**src/hw/rtl/urm_pkg.sv**
```systemverilog
package urm_pkg;

	localparam int WAIT_W      = 12;
	localparam int TICK_W      = 7;
	localparam int CM_W        = 8;
	localparam int DIST_W      = 14;
	localparam int SEG_W       = 7;
	localparam int BCD_W       = 16;
	localparam int CFG_IDX_W   = 3;
	localparam int CFG_DATA_W  = 12;

	localparam int COUNT_BITS_DEF = 12;
	localparam int QUEUE_DEPTH    = 2;

	localparam logic [DIST_W-1:0] MAX_DISTANCE = 14'd9999;

	// register reset values
	localparam logic [WAIT_W-1:0] TRIGGER_TICKS_RST = 12'd100;
	localparam logic [WAIT_W-1:0] HOLDOFF_TICKS_RST = 12'd100;
	localparam logic [TICK_W-1:0] TICK_US_RST       = 7'd10;
	localparam logic [CM_W-1:0]   US_PER_CM_RST     = 8'd58;

	// register indexes
	localparam logic [CFG_IDX_W-1:0] CFG_TRIGGER_TICKS = 3'd0;
	localparam logic [CFG_IDX_W-1:0] CFG_HOLDOFF_TICKS = 3'd1;
	localparam logic [CFG_IDX_W-1:0] CFG_TICK_US       = 3'd2;
	localparam logic [CFG_IDX_W-1:0] CFG_US_PER_CM     = 3'd3;

	localparam logic [SEG_W-1:0] SEG_TABLE [10] = '{
		7'h3F, 7'h06, 7'h5B, 7'h4F, 7'h66, 7'h6D, 7'h7D, 7'h07, 7'h7F, 7'h6F
	};

	typedef struct packed {
		logic trig;
		logic done;
	} urm_tag_t;

	function automatic logic [SEG_W-1:0] seg_of(input logic [3:0] digit);
		logic [SEG_W-1:0] pat;
		pat = '0;
		if (digit <= 4'd9) begin
			pat = SEG_TABLE[digit];
		end
		return pat;
	endfunction

endpackage

```
**src/hw/rtl/urm_ifs.sv**
```systemverilog
interface urm_in_if;
	logic valid;
	logic ready;
	logic echo;

	modport source (output valid, output echo, input ready);
	modport sink   (input valid, input echo, output ready);
endinterface

interface urm_out_if;
	logic                       valid;
	logic                       ready;
	logic                       trigger;
	logic                       done_res;
	logic [urm_pkg::DIST_W-1:0] distance_cm;
	logic [urm_pkg::SEG_W-1:0]  seg_units;
	logic [urm_pkg::SEG_W-1:0]  seg_tens;
	logic [urm_pkg::SEG_W-1:0]  seg_hundreds;
	logic [urm_pkg::SEG_W-1:0]  seg_thousands;

	modport source (output valid, output trigger, output done_res, output distance_cm,
		output seg_units, output seg_tens, output seg_hundreds, output seg_thousands,
		input ready);
	modport sink (input valid, input trigger, input done_res, input distance_cm,
		input seg_units, input seg_tens, input seg_hundreds, input seg_thousands,
		output ready);
endinterface

interface urm_cfg_if;
	logic                           valid;
	logic                           ready;
	logic [urm_pkg::CFG_IDX_W-1:0]  index;
	logic [urm_pkg::CFG_DATA_W-1:0] data;

	modport source (output valid, output index, output data, input ready);
	modport sink   (input valid, input index, input data, output ready);
endinterface

```
**src/hw/rtl/urm_queue.sv**
```systemverilog
module urm_queue import urm_pkg::*; #(
	parameter int WIDTH = 2 + COUNT_BITS_DEF,
	parameter int DEPTH = QUEUE_DEPTH
) (
	input  logic             clk,
	input  logic             arst_n,
	input  logic             push,
	input  logic [WIDTH-1:0] push_data,
	output logic             full,
	output logic             head_valid,
	output logic [WIDTH-1:0] head_data,
	input  logic             pop
);

	localparam int PTR_W = (DEPTH > 1) ? $clog2(DEPTH) : 1;
	localparam int CNT_W = $clog2(DEPTH + 1);

	logic [WIDTH-1:0] mem_q [DEPTH];
	logic [PTR_W-1:0] wr_ptr_q;
	logic [PTR_W-1:0] rd_ptr_q;
	logic [CNT_W-1:0] fill_q;
	logic             do_push;
	logic             do_pop;

	function automatic logic [PTR_W-1:0] ptr_inc(input logic [PTR_W-1:0] p);
		logic [PTR_W-1:0] r;
		r = p + 1'b1;
		if (p == PTR_W'(DEPTH - 1)) begin
			r = '0;
		end
		return r;
	endfunction

	assign full       = (fill_q == CNT_W'(DEPTH));
	assign head_valid = (fill_q != '0);
	assign head_data  = mem_q[rd_ptr_q];
	assign do_push    = push && !full;
	assign do_pop     = pop && head_valid;

	always_ff @(posedge clk) begin
		if (do_push) begin
			mem_q[wr_ptr_q] <= push_data;
		end
	end

	always_ff @(posedge clk or negedge arst_n) begin
		if (!arst_n) begin
			wr_ptr_q <= '0;
			rd_ptr_q <= '0;
			fill_q   <= '0;
		end else begin
			if (do_push) begin
				wr_ptr_q <= ptr_inc(wr_ptr_q);
			end
			if (do_pop) begin
				rd_ptr_q <= ptr_inc(rd_ptr_q);
			end
			if (do_push && !do_pop) begin
				fill_q <= fill_q + 1'b1;
			end else if (do_pop && !do_push) begin
				fill_q <= fill_q - 1'b1;
			end
		end
	end

endmodule

```
**src/hw/rtl/urm_front.sv**
```systemverilog
module urm_front import urm_pkg::*; #(
	parameter int COUNT_BITS = COUNT_BITS_DEF
) (
	input  logic                  clk,
	input  logic                  arst_n,
	urm_in_if.sink                sample,
	input  logic [WAIT_W-1:0]     trigger_ticks,
	input  logic [WAIT_W-1:0]     holdoff_ticks,
	input  logic                  q_full,
	output logic                  q_push,
	output urm_tag_t              q_tag,
	output logic [COUNT_BITS-1:0] q_count
);

	localparam logic [1:0] PH_TRIG = 2'd0;
	localparam logic [1:0] PH_ECHO = 2'd1;
	localparam logic [1:0] PH_HOLD = 2'd2;

	logic [1:0]            phase_q, phase_n;
	logic [WAIT_W-1:0]     wait_q, wait_n, wait_inc;
	logic [COUNT_BITS-1:0] ticks_q, ticks_n;
	logic                  seen_q, seen_n;
	logic                  accept;

	assign sample.ready = !q_full;
	assign accept       = sample.valid && !q_full;
	assign wait_inc     = wait_q + 1'b1;

	always_comb begin
		phase_n    = phase_q;
		wait_n     = wait_q;
		ticks_n    = ticks_q;
		seen_n     = seen_q;
		q_tag.trig = 1'b0;
		q_tag.done = 1'b0;
		unique case (phase_q)
			PH_ECHO: begin
				if (sample.echo) begin
					seen_n = 1'b1;
					if (ticks_q != '1) begin
						ticks_n = ticks_q + 1'b1;
					end
				end else if (seen_q) begin
					q_tag.done = 1'b1;
					seen_n     = 1'b0;
					wait_n     = '0;
					phase_n    = (holdoff_ticks == '0) ? PH_TRIG : PH_HOLD;
				end
			end
			PH_HOLD: begin
				wait_n = wait_inc;
				if (wait_inc >= holdoff_ticks) begin
					wait_n  = '0;
					phase_n = PH_TRIG;
				end
			end
			default: begin
				// unused code falls back to the trigger phase
				q_tag.trig = 1'b1;
				phase_n    = PH_TRIG;
				wait_n     = wait_inc;
				if (wait_inc >= trigger_ticks) begin
					wait_n  = '0;
					ticks_n = '0;
					seen_n  = 1'b0;
					phase_n = PH_ECHO;
				end
			end
		endcase
	end

	assign q_push  = accept;
	assign q_count = ticks_q;

	always_ff @(posedge clk or negedge arst_n) begin
		if (!arst_n) begin
			phase_q <= PH_TRIG;
			wait_q  <= '0;
			ticks_q <= '0;
			seen_q  <= 1'b0;
		end else if (accept) begin
			phase_q <= phase_n;
			wait_q  <= wait_n;
			ticks_q <= ticks_n;
			seen_q  <= seen_n;
		end
	end

endmodule

```
**src/hw/rtl/urm_back.sv**
```systemverilog
module urm_back import urm_pkg::*; #(
	parameter int COUNT_BITS = COUNT_BITS_DEF
) (
	input  logic                  clk,
	input  logic                  arst_n,
	input  logic                  q_valid,
	input  urm_tag_t              q_tag,
	input  logic [COUNT_BITS-1:0] q_count,
	output logic                  q_pop,
	input  logic [TICK_W-1:0]     tick_us,
	input  logic [CM_W-1:0]       us_per_cm,
	urm_out_if.source             result
);

	localparam int PROD_W = COUNT_BITS + TICK_W;
	localparam int CNT_W  = $clog2(PROD_W);

	localparam logic [1:0] B_IDLE = 2'd0;
	localparam logic [1:0] B_DIV  = 2'd1;
	localparam logic [1:0] B_BCD  = 2'd2;
	localparam logic [1:0] B_EMIT = 2'd3;

	logic [1:0]        state_q;
	logic [CNT_W-1:0]  cnt_q;
	logic [PROD_W-1:0] quo_q, quo_n;
	logic [CM_W-1:0]   rem_q, rem_n;
	logic [CM_W:0]     rem_sh;
	logic              rem_ge;
	logic              trig_q;
	logic [DIST_W-1:0] dist_sat;
	logic [DIST_W-1:0] dist_new_q;
	logic [DIST_W-1:0] bin_q;
	logic [BCD_W-1:0]  bcd_w_q, bcd_adj, bcd_n;
	logic [DIST_W-1:0] dist_q;
	logic [BCD_W-1:0]  dig_q;
	logic              out_free;
	logic              out_load;

	// restoring divide, one quotient bit a cycle
	assign rem_sh = {rem_q, quo_q[PROD_W-1]};
	assign rem_ge = (rem_sh >= {1'b0, us_per_cm});
	assign rem_n  = rem_ge ? CM_W'(rem_sh - {1'b0, us_per_cm}) : rem_sh[CM_W-1:0];
	assign quo_n  = {quo_q[PROD_W-2:0], rem_ge};

	assign dist_sat = ((us_per_cm == '0) || (quo_n > PROD_W'(MAX_DISTANCE)))
		? MAX_DISTANCE : quo_n[DIST_W-1:0];

	// shift-add-3 decimal split, one bit a cycle
	always_comb begin
		for (int k = 0; k < 4; k++) begin
			bcd_adj[4*k +: 4] = (bcd_w_q[4*k +: 4] >= 4'd5)
				? bcd_w_q[4*k +: 4] + 4'd3 : bcd_w_q[4*k +: 4];
		end
		bcd_n = {bcd_adj[BCD_W-2:0], bin_q[DIST_W-1]};
	end

	assign out_free = !result.valid || result.ready;
	assign q_pop    = (state_q == B_IDLE) && q_valid && (q_tag.done || out_free);
	assign out_load = (q_pop && !q_tag.done) || (state_q == B_EMIT && out_free);

	always_ff @(posedge clk) begin
		unique case (state_q)
			B_IDLE: begin
				if (q_pop && q_tag.done) begin
					quo_q  <= PROD_W'(q_count) * PROD_W'(tick_us);
					rem_q  <= '0;
					trig_q <= q_tag.trig;
				end
			end
			B_DIV: begin
				quo_q <= quo_n;
				rem_q <= rem_n;
				if (cnt_q == '0) begin
					dist_new_q <= dist_sat;
					bin_q      <= dist_sat;
					bcd_w_q    <= '0;
				end
			end
			B_BCD: begin
				bcd_w_q <= bcd_n;
				bin_q   <= bin_q << 1;
			end
			default: begin
			end
		endcase
	end

	always_ff @(posedge clk or negedge arst_n) begin
		if (!arst_n) begin
			state_q       <= B_IDLE;
			cnt_q         <= '0;
			dist_q        <= '0;
			dig_q         <= '0;
			result.valid  <= 1'b0;
		end else begin
			// load a new beat, or drop the one the receiver took
			if (out_load) begin
				result.valid <= 1'b1;
			end else if (result.ready) begin
				result.valid <= 1'b0;
			end
			unique case (state_q)
				B_IDLE: begin
					if (q_pop && q_tag.done) begin
						cnt_q   <= CNT_W'(PROD_W - 1);
						state_q <= B_DIV;
					end
				end
				B_DIV: begin
					if (cnt_q == '0) begin
						cnt_q   <= CNT_W'(DIST_W - 1);
						state_q <= B_BCD;
					end else begin
						cnt_q <= cnt_q - 1'b1;
					end
				end
				B_BCD: begin
					if (cnt_q == '0) begin
						dist_q  <= dist_new_q;
						dig_q   <= bcd_n;
						state_q <= B_EMIT;
					end else begin
						cnt_q <= cnt_q - 1'b1;
					end
				end
				default: begin
					if (out_free) begin
						state_q <= B_IDLE;
					end
				end
			endcase
		end
	end

	// payload of the output register
	always_ff @(posedge clk) begin
		if (out_load) begin
			result.trigger       <= (state_q == B_EMIT) ? trig_q : q_tag.trig;
			result.done_res      <= (state_q == B_EMIT);
			result.distance_cm   <= dist_q;
			result.seg_units     <= seg_of(dig_q[3:0]);
			result.seg_tens      <= seg_of(dig_q[7:4]);
			result.seg_hundreds  <= seg_of(dig_q[11:8]);
			result.seg_thousands <= seg_of(dig_q[15:12]);
		end
	end

endmodule

```
**src/hw/rtl/ultrasonic_range_meter.sv**
```systemverilog
// Ultrasonic range meter with 7-segment digit output.
//
// sample: one beat per time tick, carrying the sampled echo line level.
// result: one beat per sample beat, in order: trigger level to drive,
//   done_res on the tick a new distance was computed, the last distance in
//   cm (saturated to 9999) and its four digits as segments (bit0 = a).
// cfg: register writes (0 trigger_ticks, 1 holdoff_ticks, 2 tick_us,
//   3 us_per_cm); other indexes are dropped. Always ready. Write only idle.
//
// Path: a result passes through the queue and the output register behind
// its sample beat. Ordinary ticks stream at one per cycle while the
// result receiver keeps up and no measurement is being computed. The tick
// that ends an echo passes through the restoring divider, then the
// shift-add-3 digit split and the emit state; meanwhile the front keeps
// taking samples until the two-entry queue fills.
//
// Reset: trigger phase, counters and distance clear to zero, registers to
// their defaults. A stalled result receiver holds the output register; the
// queue then fills and sample.ready drops.
module ultrasonic_range_meter import urm_pkg::*; #(
	parameter int COUNT_BITS = COUNT_BITS_DEF
) (
	input  logic      clk,
	input  logic      arst_n,
	urm_in_if.sink    sample,
	urm_out_if.source result,
	urm_cfg_if.sink   cfg
);

	localparam int QW = 2 + COUNT_BITS;

	logic [WAIT_W-1:0] trigger_ticks_q;
	logic [WAIT_W-1:0] holdoff_ticks_q;
	logic [TICK_W-1:0] tick_us_q;
	logic [CM_W-1:0]   us_per_cm_q;

	logic                  q_full;
	logic                  q_push;
	urm_tag_t              push_tag;
	logic [COUNT_BITS-1:0] push_count;
	logic                  q_valid;
	logic [QW-1:0]         head_data;
	urm_tag_t              head_tag;
	logic [COUNT_BITS-1:0] head_count;
	logic                  q_pop;

	// register file; writes are registered
	assign cfg.ready = 1'b1;

	always_ff @(posedge clk or negedge arst_n) begin
		if (!arst_n) begin
			trigger_ticks_q <= TRIGGER_TICKS_RST;
			holdoff_ticks_q <= HOLDOFF_TICKS_RST;
			tick_us_q       <= TICK_US_RST;
			us_per_cm_q     <= US_PER_CM_RST;
		end else if (cfg.valid) begin
			unique case (cfg.index)
				CFG_TRIGGER_TICKS: trigger_ticks_q <= cfg.data[WAIT_W-1:0];
				CFG_HOLDOFF_TICKS: holdoff_ticks_q <= cfg.data[WAIT_W-1:0];
				CFG_TICK_US:       tick_us_q       <= cfg.data[TICK_W-1:0];
				CFG_US_PER_CM:     us_per_cm_q     <= cfg.data[CM_W-1:0];
				default: begin
					// drop writes beyond the register list
				end
			endcase
		end
	end

	// front: phase sequencing per tick, classify each tick
	urm_front #(.COUNT_BITS(COUNT_BITS)) u_front (
		.clk           (clk),
		.arst_n        (arst_n),
		.sample        (sample),
		.trigger_ticks (trigger_ticks_q),
		.holdoff_ticks (holdoff_ticks_q),
		.q_full        (q_full),
		.q_push        (q_push),
		.q_tag         (push_tag),
		.q_count       (push_count)
	);

	// queue decouples the tick sequencer from the divider
	urm_queue #(.WIDTH(QW), .DEPTH(QUEUE_DEPTH)) u_queue (
		.clk        (clk),
		.arst_n     (arst_n),
		.push       (q_push),
		.push_data  ({push_tag, push_count}),
		.full       (q_full),
		.head_valid (q_valid),
		.head_data  (head_data),
		.pop        (q_pop)
	);

	assign head_tag   = head_data[QW-1 -: 2];
	assign head_count = head_data[COUNT_BITS-1:0];

	// back: divide, saturate, decimal split, output register
	urm_back #(.COUNT_BITS(COUNT_BITS)) u_back (
		.clk       (clk),
		.arst_n    (arst_n),
		.q_valid   (q_valid),
		.q_tag     (head_tag),
		.q_count   (head_count),
		.q_pop     (q_pop),
		.tick_us   (tick_us_q),
		.us_per_cm (us_per_cm_q),
		.result    (result)
	);

endmodule

```
**src/flat_wrapper.sv**
```systemverilog
// flat-port wrapper written by rule: the top's interface ports become plain ports
module ultrasonic_range_meter_flat import urm_pkg::*;
#(
	parameter int COUNT_BITS = COUNT_BITS_DEF
)
  (clk, arst_n, sample_valid, sample_echo, sample_ready, result_valid, result_trigger, result_done_res, result_distance_cm, result_seg_units, result_seg_tens, result_seg_hundreds, result_seg_thousands, result_ready, cfg_valid, cfg_index, cfg_data, cfg_ready);
  urm_in_if sample_i ();
  urm_out_if result_i ();
  urm_cfg_if cfg_i ();
  input  logic clk;
  input  logic arst_n;
  input wire logic [$bits(sample_i.valid)-1:0] sample_valid;
  input wire logic [$bits(sample_i.echo)-1:0] sample_echo;
  output wire logic [$bits(sample_i.ready)-1:0] sample_ready;
  output wire logic [$bits(result_i.valid)-1:0] result_valid;
  output wire logic [$bits(result_i.trigger)-1:0] result_trigger;
  output wire logic [$bits(result_i.done_res)-1:0] result_done_res;
  output wire logic [$bits(result_i.distance_cm)-1:0] result_distance_cm;
  output wire logic [$bits(result_i.seg_units)-1:0] result_seg_units;
  output wire logic [$bits(result_i.seg_tens)-1:0] result_seg_tens;
  output wire logic [$bits(result_i.seg_hundreds)-1:0] result_seg_hundreds;
  output wire logic [$bits(result_i.seg_thousands)-1:0] result_seg_thousands;
  input wire logic [$bits(result_i.ready)-1:0] result_ready;
  input wire logic [$bits(cfg_i.valid)-1:0] cfg_valid;
  input wire logic [$bits(cfg_i.index)-1:0] cfg_index;
  input wire logic [$bits(cfg_i.data)-1:0] cfg_data;
  output wire logic [$bits(cfg_i.ready)-1:0] cfg_ready;
  assign sample_i.valid = sample_valid;
  assign sample_i.echo = sample_echo;
  assign sample_ready = sample_i.ready;
  assign result_valid = result_i.valid;
  assign result_trigger = result_i.trigger;
  assign result_done_res = result_i.done_res;
  assign result_distance_cm = result_i.distance_cm;
  assign result_seg_units = result_i.seg_units;
  assign result_seg_tens = result_i.seg_tens;
  assign result_seg_hundreds = result_i.seg_hundreds;
  assign result_seg_thousands = result_i.seg_thousands;
  assign result_i.ready = result_ready;
  assign cfg_i.valid = cfg_valid;
  assign cfg_i.index = cfg_index;
  assign cfg_i.data = cfg_data;
  assign cfg_ready = cfg_i.ready;
  ultrasonic_range_meter #(.COUNT_BITS(COUNT_BITS)) u_core (.clk(clk), .arst_n(arst_n), .sample(sample_i), .result(result_i), .cfg(cfg_i));
endmodule
```
**config.mk**
```make
export PLATFORM = sky130hd
export DESIGN_NAME = ultrasonic_range_meter_flat
export DESIGN_NICKNAME = d
export VERILOG_FILES = /design/src/hw/rtl/urm_pkg.sv /design/src/hw/rtl/urm_ifs.sv /design/src/hw/rtl/urm_queue.sv /design/src/hw/rtl/urm_front.sv /design/src/hw/rtl/urm_back.sv /design/src/hw/rtl/ultrasonic_range_meter.sv /design/src/flat_wrapper.sv
export SDC_FILE = /design/constraint.sdc
export NUM_CORES = 1
export LEC_CHECK = 0
export BUFFER_PORTS_ARGS = -buffer_cell sky130_fd_sc_hd__clkbuf_2
export CORE_ASPECT_RATIO = 1.2
export CORE_UTILIZATION = 65
export DETAILED_ROUTE_END_ITERATION = 8
export MAX_ROUTING_LAYER = met4
export PLACE_DENSITY_LB_ADDON = 0.1
export REMOVE_ABC_BUFFERS = 1
export SETUP_SLACK_MARGIN = 0.2
export SLEW_MARGIN = 25
export SYNTH_ARGS = -nofsm -noshare
export SYNTH_HDL_FRONTEND = slang
export SYNTH_SLANG_ARGS = --single-unit
```
**constraint.sdc**
```tcl
create_clock -name clk -period 12.9 [get_ports clk]
set_input_delay 1.29 -clock clk [delete_from_list [all_inputs] [get_ports clk]]
set_output_delay 1.29 -clock clk [all_outputs]
set_load 0.1 [all_outputs]
```
==> reports/qor.csv <==
metric,value,unit
outcome,completed,
cp-start-kind,flop,
cts_made_buffers,25,
slew_viol_final,0,
seq_area,7040,um2
cts_root_buf,clkbuf_16,
slowest_delay,770,ps
n_antenna_cell,0,
fmax,0.164,GHz
crit_start,u_core.u_queue.rd_ptr_q$_DFFE_PN0P_,
fillers,1599,
synth-edff-count,144,
post_cts_buffers,0,
insertion_delay,520,ps
yosys_warnings,0,
ys.flop_type,edfxtp_1,
grt_pass1_wl,46300,um
crit_arrival,6380,ps
placed_cell_area,15600,um2
placed_cells,1679,
h-tree-depth,1,
cts_max_path_buffers,3,
syn_avg_cell_area,10.9,um2
slowest_stage,dfrtp_1,
coreArea,22500,um2
drive_gt1_frac,0.147,
cts_resized,0,
period_needed,6110,ps
route.detailed.drc,0,
chipWidth,141,um
synth_top_area_frac,0.289,
yosysMostFrequentCell,edfxtp_1,
vias_per_cell,5.66,
cp_cell_sequence,mux2i_1 -> nor2b_1 -> fa_1 -> inv_1 -> fa_1 -> inv_1 -> fa_1 -> inv_1 -> fa_1 -> inv_1 -> ha_1 -> a21o_1 -> a221oi_1 -> o21ai_1 -> a21o_1 -> a2111o_1 -> o221a_2,
crit_fanout,15,
synth.cell_area,15000,um2
path_clk_slew,60,ps
die_h,168,um
fin_skew,7.20,ps
area_growth,9.37,%
multiInputGateArea,7280,um2
avgRoutedWirePerCell,15.5,um
async_flop_share,0.429,
maxSlewHeadroom,0.446,
yosysSeqAreaShare,0.471,
grt_max_degree,65,
wl,26800,um
final_util,0.727,
hold_class,reg -> reg,
yosys.area.top_type,edfxtp_1,
clkSinkCount,252,
ys_ff_latch,252,
path_delay_family,adder cells,
port-buffer-count,66,
fin_area,16400,um2
vias,9767,
instances_no_fill,1725,
cp-end-kind,flop,
cts_hold_buf,0,
syn_inst,1368,
synth_commonest_cells,"edfxtp_1, nand2_1, inv_1, ha_1, o21ai_0",
place.gp.congestion,0.877,
ant_nets,0,
finalNetCount,1613,
hold_start,u_core.u_back.dist_q[0]$_DFFE_PN0P_,
grt_pass1_vias,9804,
r2r-start,u_core.u_queue.rd_ptr_q$_DFFE_PN0P_,
critical_path_class,reg -> reg,
overflow,0,
first_pass_iters,5,
dpl.hpwl,19900,um
num_rows,60,
drt_iter0_markers,506,
crit_buf_inv,4,
die-area,23600,um2
antenna_found_initial,0,
cp_data_required_time,13180,ps
tightest_slew,831,ps
min_period_over_period,0.474,
synth_cell_type_count,67,
synth.area.top_cells,"edfxtp_1, dfrtp_1, ha_1",
finalSetupTns,0,ps
cts_tree,built,
hold_viol,0,
drv_cap,0,
ios,68,
setup_viol,0,
rsz0062_at_grt,false,
grtUsageTotal,0.249,
start_util,0.664,
r2r_slack,6790,ps
## stage by stage
step                hold WS (ps)  setup slack, ps
floorplan                    419             7380
global placement             425             7000
detailed placement           429             6860
CTS                          445             6830
global route                 450             6490
finish                       444             6790
## registers in the layout, indices dropped and copies added, names as in the netlist, 7 cells and up
| register | count |
|---|---|
| u_core.u_queue.mem_q | 28 |
| u_core.u_front.q_count | 12 |
| u_core.u_back.result.seg_thousands | 7 |
| u_core.u_back.quo_q | 19 |
| u_core.u_back.result.seg_hundreds | 7 |
| u_core.u_back.dig_q | 16 |
| u_core.tick_us_q | 7 |
| u_core.trigger_ticks_q | 12 |
| u_core.u_back.dist_new_q | 14 |
| u_core.u_back.result.distance_cm | 14 |
| u_core.u_back.rem_q | 8 |
| u_core.u_front.wait_q | 12 |
| u_core.holdoff_ticks_q | 12 |
| u_core.u_back.bin_q | 14 |
| u_core.u_back.result.seg_units | 7 |
| u_core.u_back.dist_q | 14 |
| u_core.us_per_cm_q | 8 |
| u_core.u_back.bcd_w_q | 16 |
| u_core.u_back.result.seg_tens | 7 |
## path summary, 6_finish.rpt
| path | to | cells past startpoint |
|---|---|---|
| worst max-delay path | u_core.u_back.quo_q[12]$_DFFE_PP_ | 17 |
| worst min-delay path | u_core.u_back.result.distance_cm[0]$_DFFE_PP_ | 0 |
| worst max register to register | u_core.u_back.quo_q[12]$_DFFE_PP_ | 17 |
| worst min register to register | u_core.u_back.result.distance_cm[0]$_DFFE_PP_ | 0 |
| max in group asynchronous | u_core.trigger_ticks_q[3]$_DFFE_PN0P_ | 2 |
| min in group asynchronous | u_core.u_front.wait_q[9]$_DFFE_PN0P_ | 1 |
## cells by family (layout without fill, tap and decap cells)
logic type	count (synthesis)	count (layout)	share of synthesized area
simple gates	406	406	0.137
mux	83	83	0.0610
other cells	1	1	0.000251
xor+xnor	45	45	0.0263
buf+inv	175	253	0.0457
fa+ha+maj	165	165	0.163
compound gates	241	241	0.0959
flops	252	252	0.471
## routing by layer
| layer | global-route usage | routed length (um) | vias to the layer above |
|---|---|---|---|
| met5 | - | 0 | - |
| met4 | 0.0671 | 588 | 0 |
| met3 | 0.0253 | 800 | 38 |
| met2 | 0.447 | 13800 | 161 |
| met1 | 0.298 | 11600 | 4718 |
| li1 | - | - | 4850 |
## final cells by class
cell class	count	share of cell area
repair buffers	78	0.0258
clock buffers	31	0.0414
multi-input cells	941	0.445
clock inverters	15	0.00673
well taps	279	0.0213
inverters	129	0.0296
flip-flops and latches	252	0.430
## cell usage in the layout (no fill, tap or decap), drive strengths merged, types with 50 or more instances in the layout
cell and instances:
edfxtp 144, inv 130, nand2 128, ha 115
o21ai 107, dfrtp 96, clkbuf 96, nor2 76
mux2 65, a21oi 59, fa 50
Power is left out: the tool's default activity adds up to more than one toggle a clock period on the data nets, which glitch-free logic cannot reach.
